File: config.mk
export PLATFORM = sky130hd
export DESIGN_NAME = fbvs_clear
export DESIGN_NICKNAME = d
export VERILOG_FILES = /design/src/fbvs_pkg.sv /design/src/fbvs_clear.sv
export SDC_FILE = /design/constraint.sdc
export NUM_CORES = 1
export LEC_CHECK = 0
export BUFFER_PORTS_ARGS = -buffer_cell sky130_fd_sc_hd__buf_2
export CAP_MARGIN = 20
export CORE_AREA = 3 3 40 42
export CTS_CLUSTER_SIZE = 8
export DETAILED_ROUTE_END_ITERATION = 10
export DIE_AREA = 0 0 43 45
export SYNTH_ARGS = -nofsm -noshare
export SYNTH_HDL_FRONTEND = slang
export SYNTH_SLANG_ARGS = --single-unit
File: constraint.sdc
create_clock -name clk -period 1.65 [get_ports clk]
set_input_delay 0.495 -clock clk [delete_from_list [all_inputs] [get_ports clk]]
set_output_delay 0.495 -clock clk [all_outputs]
set_load 0.05 [all_outputs]
File: src/fbvs_pkg.sv
// Package for the flag bitmap and value store.
// Sizes, address widths, operation codes and the structs passed between modules.
`timescale 1ns / 1ps
package fbvs_pkg;

  localparam int FLAG_CAPACITY  = 1024;
  localparam int VALUE_CAPACITY = 1024;

  localparam int FLAG_DEPTH = (FLAG_CAPACITY + 7) / 8;
  localparam int FLAG_AW    = (FLAG_DEPTH > 1) ? $clog2(FLAG_DEPTH) : 1;
  localparam int VAL_AW     = (VALUE_CAPACITY > 1) ? $clog2(VALUE_CAPACITY) : 1;
  localparam int CLR_DEPTH  = (FLAG_DEPTH > VALUE_CAPACITY) ? FLAG_DEPTH : VALUE_CAPACITY;
  localparam int CLR_AW     = (CLR_DEPTH > 1) ? $clog2(CLR_DEPTH) : 1;

  localparam int CNT_W  = 11;
  localparam int IDX_W  = 16;
  localparam int DATA_W = 32;

  localparam logic [CNT_W-1:0] COUNT_RESET = CNT_W'(1024);

  typedef enum logic [0:0] {
    REG_FLAG_COUNT  = 1'b0,
    REG_VALUE_COUNT = 1'b1
  } reg_idx_t;

  typedef enum logic [2:0] {
    OP_CLEAR      = 3'd0,
    OP_SET        = 3'd1,
    OP_TOGGLE     = 3'd2,
    OP_READ_BIT   = 3'd3,
    OP_READ_BYTE  = 3'd4,
    OP_WRITE_VAL  = 3'd5,
    OP_READ_VAL   = 3'd6,
    OP_FLAG_NOP   = 3'd7
  } op_t;

  typedef struct packed {
    logic              active;
    logic [CLR_AW-1:0] addr;
  } clr_t;

  typedef struct packed {
    logic              ok;
    logic [DATA_W-1:0] data;
  } exec_res_t;

  typedef struct packed {
    logic       flag_we;
    logic [7:0] flag_wdata;
    logic       val_we;
  } exec_wr_t;

endpackage

File: src/fbvs_clear.sv
// Post-reset clearing sequencer: walks both stores, one address a cycle.
// Depends on fbvs_pkg.
`timescale 1ns / 1ps
module fbvs_clear (
  input  logic          clk,
  input  logic          rst,
  output fbvs_pkg::clr_t clr
);
  import fbvs_pkg::*;

  logic              active;
  logic [CLR_AW-1:0] addr;

  always_ff @(posedge clk) begin
    if (rst) begin
      active <= 1'b1;
      addr   <= '0;
    end else if (active) begin
      if (addr == CLR_AW'(CLR_DEPTH - 1)) begin
        active <= 1'b0;
      end
      addr <= addr + 1'b1;
    end
  end

  assign clr.active = active;
  assign clr.addr   = addr;

endmodule

==> impl_metrics.yaml <==
outcome:
  status: "completed"
die:
  die_area_um2: 1935
  core.rowCount: 13
  floorplan.initialDensity: 0.3797
  io_pins: 13
  coreArea_um2: 1285
  die_x_um: 43
  floorplan.die.height_um: 45
setup_path:
  critical_path.cell_chain: "buf_2"
  worstSetupStartpointType: "flop"
  cp_slowest_stage_delay_ns: 0.47
  timing.critical_path.slowest_stage_cell: "dfxtp_1"
  cp_data_arrival_time_ns: 1.06
  critical-path-top-delay-family: "flip-flops"
  critical_path_required_ns: 1.15
  reg2reg_to: "addr[8]"
  timing.setup.critical_path_class: "reg2out"
  timing.rr.start: "addr[0]"
  crit_buf_inv: 1
  r2r.worst_path.cells: 4
  timing.reg2reg.setup_slack_ns: 0.27
  worstPathMaxFanout: 6
  cp-end-kind: "primary output"
pwr:
  cell_internal_pwr_mw: 0.3788
  power_density_nw_per_um2: 871.6
  fin_total_pwr_mw: 0.5115
  comb_power_share: 0.092
  switchingPower_mw: 0.1327
  pwr-share-seq: 0.553
  peak_supply_drop_uv: 360.8
  p_sw_frac: 0.2595
  total_leakage_power_nw: 0.2384
  clkPwrFrac: 0.355
logic_synthesis:
  synth.mux.area_fraction: 0.02051
  yosysUniqueCellTypes: 22
  synth.yosys.seq_area_share: 0.4513
  synth_top_area_frac: 0.4513
  post-synth-top-area-cell: "dfxtp_1"
  yosys.area_share.simple: 0.2615
  postSynthAreaPerCell_um2: 9.384
  synth.cell_area_um2: 488.0
  yosysWarnings: 0
  synth_top_family_by_area: "simple AND/OR/NAND/NOR gates"
  synth_compound_area_frac: 0.1282
  synth_xor_xnor_area_share: 0.07179
  synth.area.top_cells: "dfxtp_1, xor2_1, a21oi_1"
  synth-seq-cells: 11
  postSynthCellCount: 52
  synth.net_count: 55
  synthAdderAreaFrac: 0.02564
sta:
  timing.final.hold_violations: 0
  worst_slack_ns: 0.09856
  relSlewSlack: 0.8270
  final_slew_viol_count: 0
  worst_clock_skew_ns: 0.002583
  max_freq_ghz: 0.6446
  unrepaired_setup_endpoints_after_global_routing: "no"
  layout_worst_path_cycle_share: 0.9403
  min_period_ns: 1.551
  tns_ns: 0
  setup_violations: 0
  slew_at_the_pin_closest_to_its_max_slew_limit_ns: 0.2592
min_path:
  holdCritStartpoint: "addr[8]"
  worstHoldPathCells: 2
  worst_hold_endpoint: "addr[8]"
  timing.hold.worst.class: "reg2reg"
clock_tree:
  cts_buffer_depth: 2
  postCtsHoldBufs: 0
  tritoncts: "yes"
  postCtsResizedCells: 0
  post_cts_buffers: 0
  cts.clk_slew.worst_paths_ns: 0.07
  cts_max_level: 1
  cts_root_buffer: "clkbuf_4"
  worst_skew_pair.late_latency_ns: 0.26
  clkSinkCount: 11
  cts_buffers: 3
cells_and_area:
  final_common_cell: "buf_2"
  n_fill_cell: 132
  drive_above_1_share: 0.3333
  post_layout_cell_count: 81
  antenna_cells_inserted: 0
  syn_to_final_growth_pct: 20.26
  mostFrequentLayoutCells: "buf_2, dfxtp_1, a21oi_1, nor2_1"
  nNetsFinal: 70
detailed_routing:
  postRouteAntennaNets: 0
  met2_wire_len_um: 414
  met3_length_um: 55
  drt_iter0_drc: 6
  route.detailed.wl_per_inst_um: 11.32
  drc: 0
  wl_um: 917
  drt_pass1_iterations: 4
  highest-signal-layer: "met4"
  routed-via-count: 405
  post_drt_via_cell_ratio: 5.000
  detail_route.wirelength.met1_um: 433
placement:
  finalWeightedCongestion: 0.7089
  worst_slack_at_placement_ns: 0.2710
  buffers_added_on_ports: 12
  detailed_place_hpwl_um: 678.4
  count_of_placed_standard_cells_including_taps: 77
grt:
  gr-usage-all-layers: 0.1135
  antenna_found_initial: 0
  grt.overflow.total: 0
  maximum_number_of_pins_on_one_net_before_global_route_repair: 12
  grt_pass1_vias: 359
  grt_pass1_wl_um: 1580
job:
  drv.max_cap_violation_count: 0
## stage by stage
| step | util | hold slack, ns | cell area, um^2 |
|---|---|---|---|
| global route | 0.4567 | 0.5270 | 586.8 |
| detailed placement | 0.4362 | 0.4851 | 560.5 |
| finish | 0.4567 | 0.4884 | 586.8 |
| CTS | 0.4567 | 0.4963 | 586.8 |
| floorplan | - | 0.5965 | 490.5 |
| global placement | 0.4362 | 0.4724 | 560.5 |
## state kept, by name, summed over array words and instances, names as in the netlist
register	cells
active	1
addr	10
## power groups by stage
| stage | logic, mW | clock network [mW] | registers [mW] |
|---|---|---|---|
| 6_report | 0.0471 | 0.181 | 0.283 |
| 5_1_grt | 0.0506 | 0.213 | 0.284 |
| 4_1_cts | 0.0478 | 0.196 | 0.283 |
| 3_5_place_dp | 0.0476 | 0 | 0.289 |
| 3_3_place_gp | 0.0473 | 0 | 0.289 |
| 2_1_floorplan | 0.0154 | 0 | 0.310 |
## logic make-up (layout without fill, tap and decap cells)
logic type      Yosys count  after routing
simple gates             20             20
compound gates           11             11
flops                    11             11
xor+xnor                  4              4
buf+inv                   4             18
fa+ha+maj                 1              1
mux                       1              1
## synth_stat cells (all sizes together)
cell type,number
nand3,3
buf,2
or4,2
nand4,3
a21oi,5
mux2i,1
or3,3
nor2,5
nand2,3
inv,1
dfxtp,11
o21ai,3
clkbuf,1
xnor2,1
xor2,3
o31ai,3
nand2b,1
ha,1
## worst register-to-register path, stage by stage, from the launching register on
cell     delay, ns
dfxtp_2       0.38
ha_1          0.23
nand3_1       0.15
or4_1         0.42
a21oi_1       0.14
## metal layers
layer,up-vias,track usage
li1,213,-
met4,0,0.09036
met5,-,0
met2,9,0.1497
met1,181,0.1505
met3,2,0.03586
## how the worst max path moves through the flow
stage	start	to	slack, ns	cells past startpoint
after detailed placement	addr[0]	addr[8]	0.27	4
after CTS	addr[2]	clr[2]	0.08	1
after floorplan	addr[4]	addr[8]	0.02	3
final	addr[2]	clr[2]	0.1	1
after global routing	addr[2]	clr[2]	0.06	1
after global placement	addr[0]	addr[8]	0.29	4
## final cells by class
| class | count | area (um^2) | share of cell area |
|---|---|---|---|
| repair buffers | 13 | 67.56 | 0.1151 |
| well taps | 15 | 18.77 | 0.03198 |
| clock buffers | 4 | 26.28 | 0.04478 |
| inverters | 1 | 3.754 | 0.006397 |
| flip-flops and latches | 11 | 222.7 | 0.3795 |
| multi-input cells | 37 | 247.7 | 0.4222 |
Power figures use the tool's default switching activity.
