--- config.mk ---
export PLATFORM = sky130hd
export DESIGN_NAME = fbvs_exec
export DESIGN_NICKNAME = d
export VERILOG_FILES = /design/src/fbvs_pkg.sv /design/src/fbvs_exec.sv
export SDC_FILE = /design/constraint.sdc
export NUM_CORES = 1
export LEC_CHECK = 0
export BUFFER_PORTS_ARGS = -buffer_cell sky130_fd_sc_hd__buf_2
export CAP_MARGIN = 15
export CORE_ASPECT_RATIO = 0.6
export CORE_UTILIZATION = 44
export DETAILED_ROUTE_END_ITERATION = 12
export GPL_TIMING_DRIVEN = 0
export PLACE_DENSITY = 0.9
export SLEW_MARGIN = 20
export SYNTH_ARGS = -nofsm -noshare
export SYNTH_HDL_FRONTEND = slang
export SYNTH_SLANG_ARGS = --single-unit
--- constraint.sdc ---
create_clock -name vclk -period 5.1
set_input_delay 1.02 -clock vclk [all_inputs]
set_output_delay 1.02 -clock vclk [all_outputs]
set_load 0.02 [all_outputs]
--- src/fbvs_pkg.sv ---
// Package for the flag bitmap and value store.
// Sizes, address widths, operation codes and the structs passed between modules.
`timescale 1ns / 1ps
package fbvs_pkg;

  localparam int FLAG_CAPACITY  = 1024;
  localparam int VALUE_CAPACITY = 1024;

  localparam int FLAG_DEPTH = (FLAG_CAPACITY + 7) / 8;
  localparam int FLAG_AW    = (FLAG_DEPTH > 1) ? $clog2(FLAG_DEPTH) : 1;
  localparam int VAL_AW     = (VALUE_CAPACITY > 1) ? $clog2(VALUE_CAPACITY) : 1;
  localparam int CLR_DEPTH  = (FLAG_DEPTH > VALUE_CAPACITY) ? FLAG_DEPTH : VALUE_CAPACITY;
  localparam int CLR_AW     = (CLR_DEPTH > 1) ? $clog2(CLR_DEPTH) : 1;

  localparam int CNT_W  = 11;
  localparam int IDX_W  = 16;
  localparam int DATA_W = 32;

  localparam logic [CNT_W-1:0] COUNT_RESET = CNT_W'(1024);

  typedef enum logic [0:0] {
    REG_FLAG_COUNT  = 1'b0,
    REG_VALUE_COUNT = 1'b1
  } reg_idx_t;

  typedef enum logic [2:0] {
    OP_CLEAR      = 3'd0,
    OP_SET        = 3'd1,
    OP_TOGGLE     = 3'd2,
    OP_READ_BIT   = 3'd3,
    OP_READ_BYTE  = 3'd4,
    OP_WRITE_VAL  = 3'd5,
    OP_READ_VAL   = 3'd6,
    OP_FLAG_NOP   = 3'd7
  } op_t;

  typedef struct packed {
    logic              active;
    logic [CLR_AW-1:0] addr;
  } clr_t;

  typedef struct packed {
    logic              ok;
    logic [DATA_W-1:0] data;
  } exec_res_t;

  typedef struct packed {
    logic       flag_we;
    logic [7:0] flag_wdata;
    logic       val_we;
  } exec_wr_t;

endpackage

--- src/fbvs_exec.sv ---
// Execute logic: range checks, flag byte update and result for one request.
// Depends on fbvs_pkg.
`timescale 1ns / 1ps
module fbvs_exec (
  input  fbvs_pkg::op_t                    op,
  input  logic                             neg,
  input  logic [14:0]                      idx,
  input  logic [7:0]                       fbyte,
  input  logic [fbvs_pkg::DATA_W-1:0]      vword,
  input  logic [fbvs_pkg::CNT_W-1:0]       flag_count,
  input  logic [fbvs_pkg::CNT_W-1:0]       value_count,
  output fbvs_pkg::exec_res_t              res,
  output fbvs_pkg::exec_wr_t               wr
);
  import fbvs_pkg::*;

  logic [31:0] idx32;
  logic [31:0] cnt_f;
  logic [31:0] cnt_v;
  logic [31:0] eff_f;
  logic [31:0] eff_v;
  logic [31:0] nbytes;
  logic        flag_ok;
  logic        byte_ok;
  logic        val_ok;
  logic [7:0]  bitmask;

  // counts above capacity saturate
  assign idx32  = {17'b0, idx};
  assign cnt_f  = {{(32 - CNT_W){1'b0}}, flag_count};
  assign cnt_v  = {{(32 - CNT_W){1'b0}}, value_count};
  assign eff_f  = (cnt_f > 32'(FLAG_CAPACITY)) ? 32'(FLAG_CAPACITY) : cnt_f;
  assign eff_v  = (cnt_v > 32'(VALUE_CAPACITY)) ? 32'(VALUE_CAPACITY) : cnt_v;
  assign nbytes = (eff_f + 32'd7) >> 3;

  assign flag_ok = !neg && (idx32 < eff_f) && ((idx32 >> 3) < 32'(FLAG_DEPTH));
  assign byte_ok = !neg && (idx32 < nbytes) && (idx32 < 32'(FLAG_DEPTH));
  assign val_ok  = !neg && (idx32 < eff_v) && (idx32 < 32'(VALUE_CAPACITY));
  assign bitmask = 8'b1 << idx[2:0];

  always_comb begin
    res           = '0;
    wr            = '0;
    wr.flag_wdata = fbyte;
    case (op)
      OP_CLEAR: begin
        res.ok        = flag_ok;
        wr.flag_we    = flag_ok;
        wr.flag_wdata = fbyte & ~bitmask;
      end
      OP_SET: begin
        res.ok        = flag_ok;
        wr.flag_we    = flag_ok;
        wr.flag_wdata = fbyte | bitmask;
      end
      OP_TOGGLE: begin
        res.ok        = flag_ok;
        wr.flag_we    = flag_ok;
        wr.flag_wdata = fbyte ^ bitmask;
      end
      OP_READ_BIT: begin
        res.ok = flag_ok;
        if (flag_ok) begin
          res.data = {{(DATA_W - 1){1'b0}}, fbyte[idx[2:0]]};
        end
      end
      OP_READ_BYTE: begin
        res.ok = byte_ok;
        if (byte_ok) begin
          res.data = {{(DATA_W - 8){1'b0}}, fbyte};
        end
      end
      OP_WRITE_VAL: begin
        res.ok    = val_ok;
        wr.val_we = val_ok;
      end
      OP_READ_VAL: begin
        res.ok = val_ok;
        if (val_ok) begin
          res.data = vword;
        end
      end
      OP_FLAG_NOP: begin
        res.ok = flag_ok;
      end
      default: begin
        res = '0;
      end
    endcase
  end

endmodule

==> results.tsv <==
stage	metric	value	unit
outcome	outcome	finished with violations	
outcome	failing checks	DRC	
pwr	P_int	75.3	uW
pwr	combinational share of power	100.0	%
global_route	gr ovfl total	0	
pwr	Sw Share	54.8	%
die	die width	84.2	um
timing	fmax	211	MHz
worst_hold_path	worst hold path depth	3	
timing	Slew headroom	52.1	%
critical_path	worst-path fanout max	9	
global_route	wire length of the first global-routing pass	9.32	mm
die	die height	51.3	um
critical_path	Req. time, crit path	4080	ps
route	Detail Route Antenna Nets	0	
global_route	initial antenna violation count	0	
yosys	Syn Area/Cell	7.19	um^2
timing	post-route setup slack	366	ps
yosys	Synth Warn #	0	
place	IO Port Bufs	124	
timing	Final Hold Fails	0	
die	Core Area	3760	um^2
timing	RSZ-0062 raised after global routing	no	
pwr	Net Switching	91.2	uW
die	Ports	124	
place	hpwl dp	5.24	mm
die	row count	17	
critical_path	Crit. path cell count	15	
timing	Final Slew Violations	0	
worst_hold_path	Hold Crit Class	in -> out	
global_route	number of global-route vias before repair	2076	
clock_tree	Post-CTS Setup Bufs	0	
final_layout	Seq cells	0	
final_layout	clock buffer count	0	
yosys	share of the synthesized area in the top cell type	30.9	%
route	Via density	5.55	
place	pre-CTS WS	402	ps
critical_path	CP Cell Sequence	buf_2 -> or3_1 -> nand3_1 -> nor2_1 -> and3_1 -> nand2_1 -> xnor2_1 -> ha_1 -> nand2_1 -> nor2_1 -> o211ai_1 -> and3_1 -> buf_2 -> a221o_1 -> buf_2	
die	Die ar.	4320	um^2
critical_path	Crit Path Class	in -> out	
final_layout	Syn-to-layout area delta	38.1	%
pwr	pwr dens	67.6	nW/um^2
pwr	VDD IR max	43.8	uV
yosys	count leader, synth	ha_1	
critical_path	Setup crit start kind	primary input	
yosys	top cells by area, synth	ha_1 31%, nand2_1 8.6%, and2_1 8.4%	
clock_tree	post_cts resized	0	
critical_path	Worst path max stage delay	430	ps
timing	Slew @ Worst Pin	719	ps
pwr	Leak	1.38	nW
critical_path	Crit-path slowest cell	or3_1	
yosys	Distinct cells, synth	41	
yosys	Yosys top cell by area	ha_1	
critical_path	buffer and inverter count on the worst path	3	
yosys	Synth Net Count	373	
final_layout	antenna diode count	0	
global_route	Total GRT Usage	26.4	%
timing	final setup vio count	0	
timing	post-route clock period utilization	92.8	%
route	Routed WL	6.02	mm
critical_path	CP delay by family, top	simple AND/OR/NAND/NOR gates	
route	DRC viols	18	
timing	sum of negative setup slack	0	ps
route	DR vias	2325	
critical_path	CP dominant cell by count	buf_2	
critical_path	crit end category	primary output	
route	DRT iter0 DRCs	124	
pwr	Clock Power Share	0	%
final_layout	Final nets	499	
yosys	most frequent cells after synthesis	44 x ha_1, 41 x nand2_1, 24 x and2_1	
job	max-cap check violation count	0	
place	RePlAce Congestion	0.880	
global_route	largest net degree at the start of global routing	11	
die	initial core utilization	47.4	%
critical_path	CP Data Arrival Time	3710	ps
route	WL/cell	14.4	um
route	DR pass1 iterations	8	
timing	Min Clock Period, post-route	4730	ps
yosys	cell count after synthesis	248	
final_layout	Reg area	0	um^2
clock_tree	hold_buf cts	0	
yosys	post-synthesis cell area	1780	um^2
final_layout	layout cell share with drive strength beyond 1	35.8	%
pwr	Sequential Power Share	0	%
final_layout	# fillers	347	
yosys	sequential area share after synthesis	0	%
power groups by stage:
| stage | Sequential [mW] | Combinational (mW) | Clock, mW |
|---|---|---|---|
| finish | 0 | 0.166 | 0 |
| global route | 0 | 0.185 | 0 |
| CTS | 0 | 0.164 | 0 |
| detailed placement | 0 | 0.163 | 0 |
| global placement | 0 | 0.155 | 0 |
| floorplan | 0 | 0.0936 | 0 |
area by class of cell:
class | count | area (um^2) | area share, %
buffer | 15 | 65.1 | 2.64
timing repair buffer | 124 | 621 | 25.2
tap | 47 | 58.8 | 2.39
inverter | 11 | 41.3 | 1.68
multi-input combinational | 222 | 1680 | 68.1
logic make-up (layout without fill, tap and decap cells):
group | count (synthesis) | after routing | share of synthesized area [%]
muxes | 12 | 12 | 8.14
xor gates and xnor gates | 7 | 7 | 3.44
buffers and inverters | 26 | 150 | 5.97
adders and majority gates | 44 | 44 | 30.9
other | 1 | 1 | 0.210
and+or+nand+nor | 109 | 109 | 32.2
AOI/OAI and AO/OA | 49 | 49 | 19.2
cells in the final DEF, fill, tap and decap left out, types with 2 or more instances in the layout:
cell and instances:
a22o_1 7, nand3_1 6, mux4_2 2, o21ai_1 10
buf_1 3, a211oi_1 3, mux2i_1 10, and2_1 24
nor2b_1 2, o21ai_0 5, buf_2 128, and3_1 2
nor4_1 4, ha_1 44, a21oi_1 6, nand4_1 5
or3b_1 2, xnor2_1 7, nand2b_1 2, clkbuf_1 7
nand3b_1 3, nor2_1 10, or3_1 2, a31oi_1 3
nand2_1 41, inv_1 11, o22a_1 9
per-layer routing:
metal	share of wire (%)	wire, um	GRT usage, %	vias to the layer above
met1	47	2840	36.0	1071
met2	44	2660	48.0	100
li1	-	-	-	1148
met3	7.9	473	2.42	6
met4	0.66	40	1.15	0
met5	0	0	0	-
stage by stage:
stage	utilization, %	cell area (um^2)	power, mW	hold WS, ps	std cells
after floorplan	-	1780	0.0936	2220	248
after global placement	65.4	2460	0.155	2360	419
after detailed placement	65.4	2460	0.163	2360	419
after CTS	65.4	2460	0.164	2360	419
after global routing	65.4	2460	0.185	2370	419
final	65.4	2460	0.166	2360	419
tightest hold or removal path: cells and delay by family:
family / cells / cell delay, ps
buffers and inverters: 2 / 220
AND/OR/NAND/NOR: 1 / 100
path summary, 6_finish.rpt:
path	end	slack, ps	from
worst max-delay path	res[0]	370	flag_count[0]
worst min-delay path	res[15]	2360	vword[15]
Note: power is estimated with default switching activity, not from simulation.
