### config.mk
export PLATFORM = sky130hd
export DESIGN_NAME = fbvs_ram
export DESIGN_NICKNAME = d
export VERILOG_FILES = /design/src/fbvs_ram.sv
export SDC_FILE = /design/constraint.sdc
export NUM_CORES = 1
export LEC_CHECK = 0
export BUFFER_PORTS_ARGS = -buffer_cell sky130_fd_sc_hd__buf_4
export CORE_UTILIZATION = 57
export CTS_BUF_LIST = sky130_fd_sc_hd__clkbuf_8
export DETAILED_ROUTE_END_ITERATION = 7
export PLACE_DENSITY = 0.81
export SLEW_MARGIN = 20
export SYNTH_ARGS = -nofsm -noshare
export SYNTH_HDL_FRONTEND = slang
export SYNTH_SLANG_ARGS = --single-unit
### constraint.sdc
create_clock -name clk -period 2.1 [get_ports clk]
set_input_delay 0.63 -clock clk [delete_from_list [all_inputs] [get_ports clk]]
set_output_delay 0.63 -clock clk [all_outputs]
set_load 0.02 [all_outputs]
### src/fbvs_ram.sv
// Generic single write port, single read port RAM with registered read.
// No dependencies.
`timescale 1ns / 1ps
module fbvs_ram #(
  parameter int WIDTH = 8,
  parameter int DEPTH = 16
) (
  input  logic                                        clk,
  input  logic                                        we,
  input  logic [((DEPTH > 1) ? $clog2(DEPTH) : 1)-1:0] waddr,
  input  logic [WIDTH-1:0]                            wdata,
  input  logic                                        re,
  input  logic [((DEPTH > 1) ? $clog2(DEPTH) : 1)-1:0] raddr,
  output logic [WIDTH-1:0]                            rdata
);

  logic [WIDTH-1:0] mem [DEPTH];

  always_ff @(posedge clk) begin
    if (we) begin
      mem[waddr] <= wdata;
    end
    if (re) begin
      rdata <= mem[raddr];
    end
  end

endmodule

==> flow_summary.ini, run 1 <==
[sta]
fmax_mhz = 568
post-route-period-util = 0.838
rsz0062_at_grt = false
setup-violations-final = 0
finalClockSkew_ns = 0.0106
tns_ns = 0
maxSlewHeadroom = 0.745
hold_viol_final = 0
period_needed_ns = 1.76
worst_hold_slack_ns = 0.508
setup_ws_ns = 0.340
worst_pin_slew_ns = 0.382
drv_slew = 0

[clock_tree]
ctsHoldBuffers = 0
postCtsSetupBuffers = 0
insertion_delay_ns = 0.42
cts_resized = 0
tritoncts = done
clock_path_buffers = 2
clkSinkCount = 136
htree_num_levels = 4
numCtsBuffers = 17
cts_root_buffer = clkbuf_8
clkTransAtPathRegs_ns = 0.08

[finish]
final_area_um2 = 6150
antenna_cells = 0
area_delta_synth_final_pct = 17.7
fin_util = 0.698
drive_gt1_frac = 0.341
layout.nets = 311

[synth]
yosysTopAreaCellShare = 0.781
netlist_area_um2 = 5230
synth-main-ff-cell = edfxtp_1
async_flop_share = 0
syn-num-nets = 248
synthAdderAreaFrac = 0
syn_avg_cell_area_um2 = 22.8
synth_top_family_by_area = multiplexers
synthDistinctLibCells = 18
synth.largest_area_cell = edfxtp_1
synth_edf_count = 136
netlist_instances = 229
synth_compound_area_frac = 0.0230
yosysWarningCount = 0
synth-xor-area-share = 0
synthMuxAreaShare = 0.148
synthSimpleGateAreaFrac = 0.0314
synth_most_common_cell = edfxtp_1
yosys-top-cells-count = edfxtp_1, mux4_2, a22oi_1, mux4_1, nor2_1
ys_ff_latch = 136
synth_area_leaders = edfxtp_1, mux4_2, mux4_1
synth.yosys.seq_area_share = 0.781

[global_route]
overflow = 0
grt_first_pass_wirelength_mm = 15.5
grt.total_usage = 0.234
antenna_found_initial = 0
grt_max_degree = 17
grt_pass1_vias = 2663

[drt]
wl_met1_mm = 3.87
drt_drc_violations_left = 4
drt-pass1-iter-count = 7
drt_iter0_markers = 241
top_layer_used = met4
dr_wl_met3_um = 937
wl_met2_mm = 5.06
wl_per_cell_um = 24.5
ant_nets = 0
avgViaCountPerCell = 6.31
wirelength_mm = 10.1
vias = 2608

[placed_design]
dp_hpwl_mm = 6.61
pre_cts_slack_ns = -0.107
gp_congestion = 0.738
numPortBuffers = 26
detailed_place.area_um2 = 5760

[setup_path]
critPathMaxFanout = 11
path_class = primary input to flip-flop
crit_required_ns = 2.27
critical_path_arrival_ns = 1.93
startpoint_type = primary input
cp-end-kind = flip-flop

[floorplanning]
core_um2 = 8810
ios = 27
die_h_um = 97.8
row_count = 34
fp.dieW_um = 97.8
design.die.area_um2 = 9560
initial_core_util = 0.594

[power_and_ir_drop]
ir_worst_vdd_mv = 0.473
leakage_uw = 0.00209
powerDensity_nw_per_um2 = 884

[run_status]
status = finished, violations left
violations = DRC

[worst_hold_path]
hold_path.class = primary input to flip-flop

[flow_run]
max_cap_violations = 0
-- through the flow --
step / power [uW] / instances
finish: 5440 / 413
global route: 5610 / 413
CTS: 5480 / 413
detailed placement: 3470 / 381
global placement: 3450 / 381
floorplan: 3300 / 229
-- worst paths after layout --
check                                 from         to  slack, ns  cells past startpoint
worst max-delay path              raddr[0]   rdata[4]       0.34                      5
worst min-delay path              wdata[4]  mem[0][4]       0.51                      1
worst max register to register  mem[11][7]   rdata[7]       0.59                      3
worst min register to register  mem[15][0]   rdata[0]       0.76                      3
-- final cells by class --
| class | instances | area (um^2) |
|---|---|---|
| Sequential cell | 136 | 4080 |
| Fill cell | 485 | 2660 |
| Multi-Input combinational cell | 83 | 1060 |
| Timing Repair Buffer | 54 | 480 |
| Clock buffer | 17 | 234 |
| Clock inverter | 15 | 155 |
| Tap cell | 108 | 135 |
-- registers in the layout (all words and copies together), names as in the netlist --
name / count
mem: 128
rdata: 8
-- cells in the final DEF, fill, tap and decap left out --
master / n
edfxtp_1: 136
buf_4: 48
mux4_2: 18
clkbuf_8: 17
a22oi_1: 16
mux4_1: 14
nor2_1: 13
nand2_1: 9
clkinvlp_4: 7
buf_12: 6
nor3_1: 3
nand3b_1: 2
nand2b_1: 2
inv_1: 2
bufinv_16: 2
inv_6: 2
clkinv_4: 2
nor2b_1: 1
and2_1: 1
and2b_1: 1
nand3_1: 1
or3b_2: 1
nor3_2: 1
-- worst max-delay path, stage by stage --
cell and delay, ns:
buf_4 0.19, buf_12 0.18, mux4_1 0.56, a22oi_1 0.26, nand2_1 0.09
-- per-layer routing --
metal	up-vias	track usage
met3	23	0.0508
met1	1322	0.327
li1	1107	-
met2	156	0.354
met4	0	0.125
met5	-	0
-- cell families (layout without fill, tap and decap cells) --
group           Yosys count  count (layout)
flops                   136             136
simple gates             35              35
mux                      32              32
compound gates           16              16
buf+inv                  10              86
-- power by group --
part	internal (uW)	leakage (uW)	switching, uW	total, uW
registers	3050	0.00124	17.2	3070
logic	154	0.000671	177	332
clock network	1050	0.000179	984	2040
total	4260	0.00209	1180	5440
Power figures use the tool's default switching activity.
==> inputs of run 2 (changes only) <==
--- a/config.mk
+++ b/config.mk
@@ -6,10 +6,10 @@
 export NUM_CORES = 1
 export LEC_CHECK = 0
 export BUFFER_PORTS_ARGS = -buffer_cell sky130_fd_sc_hd__buf_4
-export CORE_UTILIZATION = 57
+export CORE_UTILIZATION = 63
 export CTS_BUF_LIST = sky130_fd_sc_hd__clkbuf_8
 export DETAILED_ROUTE_END_ITERATION = 7
-export PLACE_DENSITY = 0.81
+export PLACE_DENSITY = 0.85
 export SLEW_MARGIN = 20
 export SYNTH_ARGS = -nofsm -noshare
 export SYNTH_HDL_FRONTEND = slang
==> constraint.sdc (replaced) <==
create_clock -name clk -period 1.8 [get_ports clk]
set_input_delay 0.54 -clock clk [delete_from_list [all_inputs] [get_ports clk]]
set_output_delay 0.54 -clock clk [all_outputs]
set_load 0.02 [all_outputs]
==> run 2 against run 1 <==
Net effect:
- the run now ends clean
- combinational power up 14%
- clock power up 34%
- power up 23%
- count of clock-buffer cells in the layout unchanged
- critical endpoint is now rdata[1]
- critical path depth up 1
- sequential power up 17%
- die area down 9.3%
- final cell count down 2.7%
- global-route usage up 4.4 points
- wire length up 5.2%
- design area down 0.20%
- clock skew down 0.0027 ns
==> flow_summary.ini, run 2 (same netlist as run 1, synthesis figures left out) <==
[finish]
mostFrequentLayoutCells = edfxtp_1, buf_4, mux4_2
final_area_um2 = 6140
largest_register_ffs = 128
antenna_cells = 0
layout.nets = 307
reg_top3 = mem (128), rdata (8)
area_delta_synth_final_pct = 17.4
drive_gt1_frac = 0.327
final_common_cell = edfxtp_1
top_register = mem

[setup_path]
crit_buf_inv = 3
startpoint_type = primary input
crit_top_cell = buf_4
crit_chain = buf_4 -> buf_12 -> buf_4 -> mux4_1 -> a22oi_1 -> nand2_1
critPathMaxFanout = 14
reg2regPathDepth = 3
r2r_setup_slack_ns = 0.18
crit_required_ns = 1.95
crit_path_top_delay_cell = mux4_1
path_class = primary input to flip-flop
crit_cells = 6
cp-end-kind = flip-flop
cp_top_family = multiplexers
max_stage_delay_ns = 0.52
critical_path_arrival_ns = 1.89

[clock_tree]
cts_resized = 0
clock_path_buffers = 2
postCtsSetupBuffers = 0
tritoncts = done
ctsHoldBuffers = 0
htree_num_levels = 4
clkSinkCount = 136
cts_root_buffer = clkbuf_8
clkTransAtPathRegs_ns = 0.07
numCtsBuffers = 17
insertion_delay_ns = 0.42

[drt]
wl_per_cell_um = 26.5
drt_iter0_markers = 264
drt-pass1-iter-count = 5
avgViaCountPerCell = 6.53
ant_nets = 0
vias = 2624
wirelength_mm = 10.6
drt_drc_violations_left = 0

[sta]
maxSlewHeadroom = 0.493
post-route-period-util = 0.969
drv_slew = 0
finalClockSkew_ns = 0.00786
period_needed_ns = 1.74
setup-violations-final = 0
worst_pin_slew_ns = 0.759
rsz0062_at_grt = false
tns_ns = 0
hold_viol_final = 0
fmax_mhz = 573

[power_and_ir_drop]
powerDensity_nw_per_um2 = 1090
leakage_uw = 0.00210
ir_worst_vdd_mv = 0.705

[placed_design]
dp_hpwl_mm = 6.39
numPortBuffers = 26
detailed_place.area_um2 = 5700
gp_congestion = 0.744

[global_route]
grt_max_degree = 18
antenna_found_initial = 0
grt.total_usage = 0.278
grt_first_pass_wirelength_mm = 16.0
overflow = 0
grt_pass1_vias = 2709

[floorplanning]
initial_core_util = 0.663
core_um2 = 7890
design.die.area_um2 = 8670
row_count = 32
ios = 27
fp.dieW_um = 93.1
die_h_um = 93.1

[worst_hold_path]
hold_path.class = primary input to flip-flop
hold_depth = 1

[run_status]
status = finished clean

[flow_run]
max_cap_violations = 0
run 2: path summary, 6_finish.rpt:
| kind | end | from |
|---|---|---|
| setup reg to reg | rdata[1] | mem[1][1] |
| setup / recovery | rdata[1] | raddr[0] |
| hold / removal | mem[15][1] | wdata[1] |
| hold reg to reg | rdata[3] | mem[15][3] |
run 2: area by class of cell:
type | count | area (um^2)
Sequential cell | 136 | 4080
Fill cell | 384 | 1750
Multi-Input combinational cell | 83 | 1060
Timing Repair Buffer | 50 | 425
Clock buffer | 17 | 234
Clock inverter | 14 | 205
Tap cell | 102 | 128
run 2: power breakdown:
group          internal, uW  leakage, uW  switching (uW)
sequential             3570      0.00124            25.1
clock                  1630     0.000223            1100
combinational           173     0.000639             207
run 2: per-layer routing:
layer  share of wire  track usage
met1            0.36        0.371
met2            0.52        0.446
met3           0.095       0.0691
met4           0.023        0.117
met5               0            0
run 2: worst reg2reg max path: stages, from the launching register on:
cell and delay, ns:
edfxtp_1 0.39, mux4_1 0.51, a22oi_1 0.31, nand2_1 0.14
run 2: per-stage QoR:
step	cells	setup WS, ns	hold slack (ns)	utilization	total power [uW]
floorplan	229	-0.0160	0.639	-	3850
global placement	371	-0.249	0.728	0.723	4010
detailed placement	371	-0.306	0.742	0.723	4030
CTS	402	0.0309	0.407	0.778	6730
global route	402	0.0207	0.416	0.778	6870
finish	402	0.0561	0.422	0.778	6700
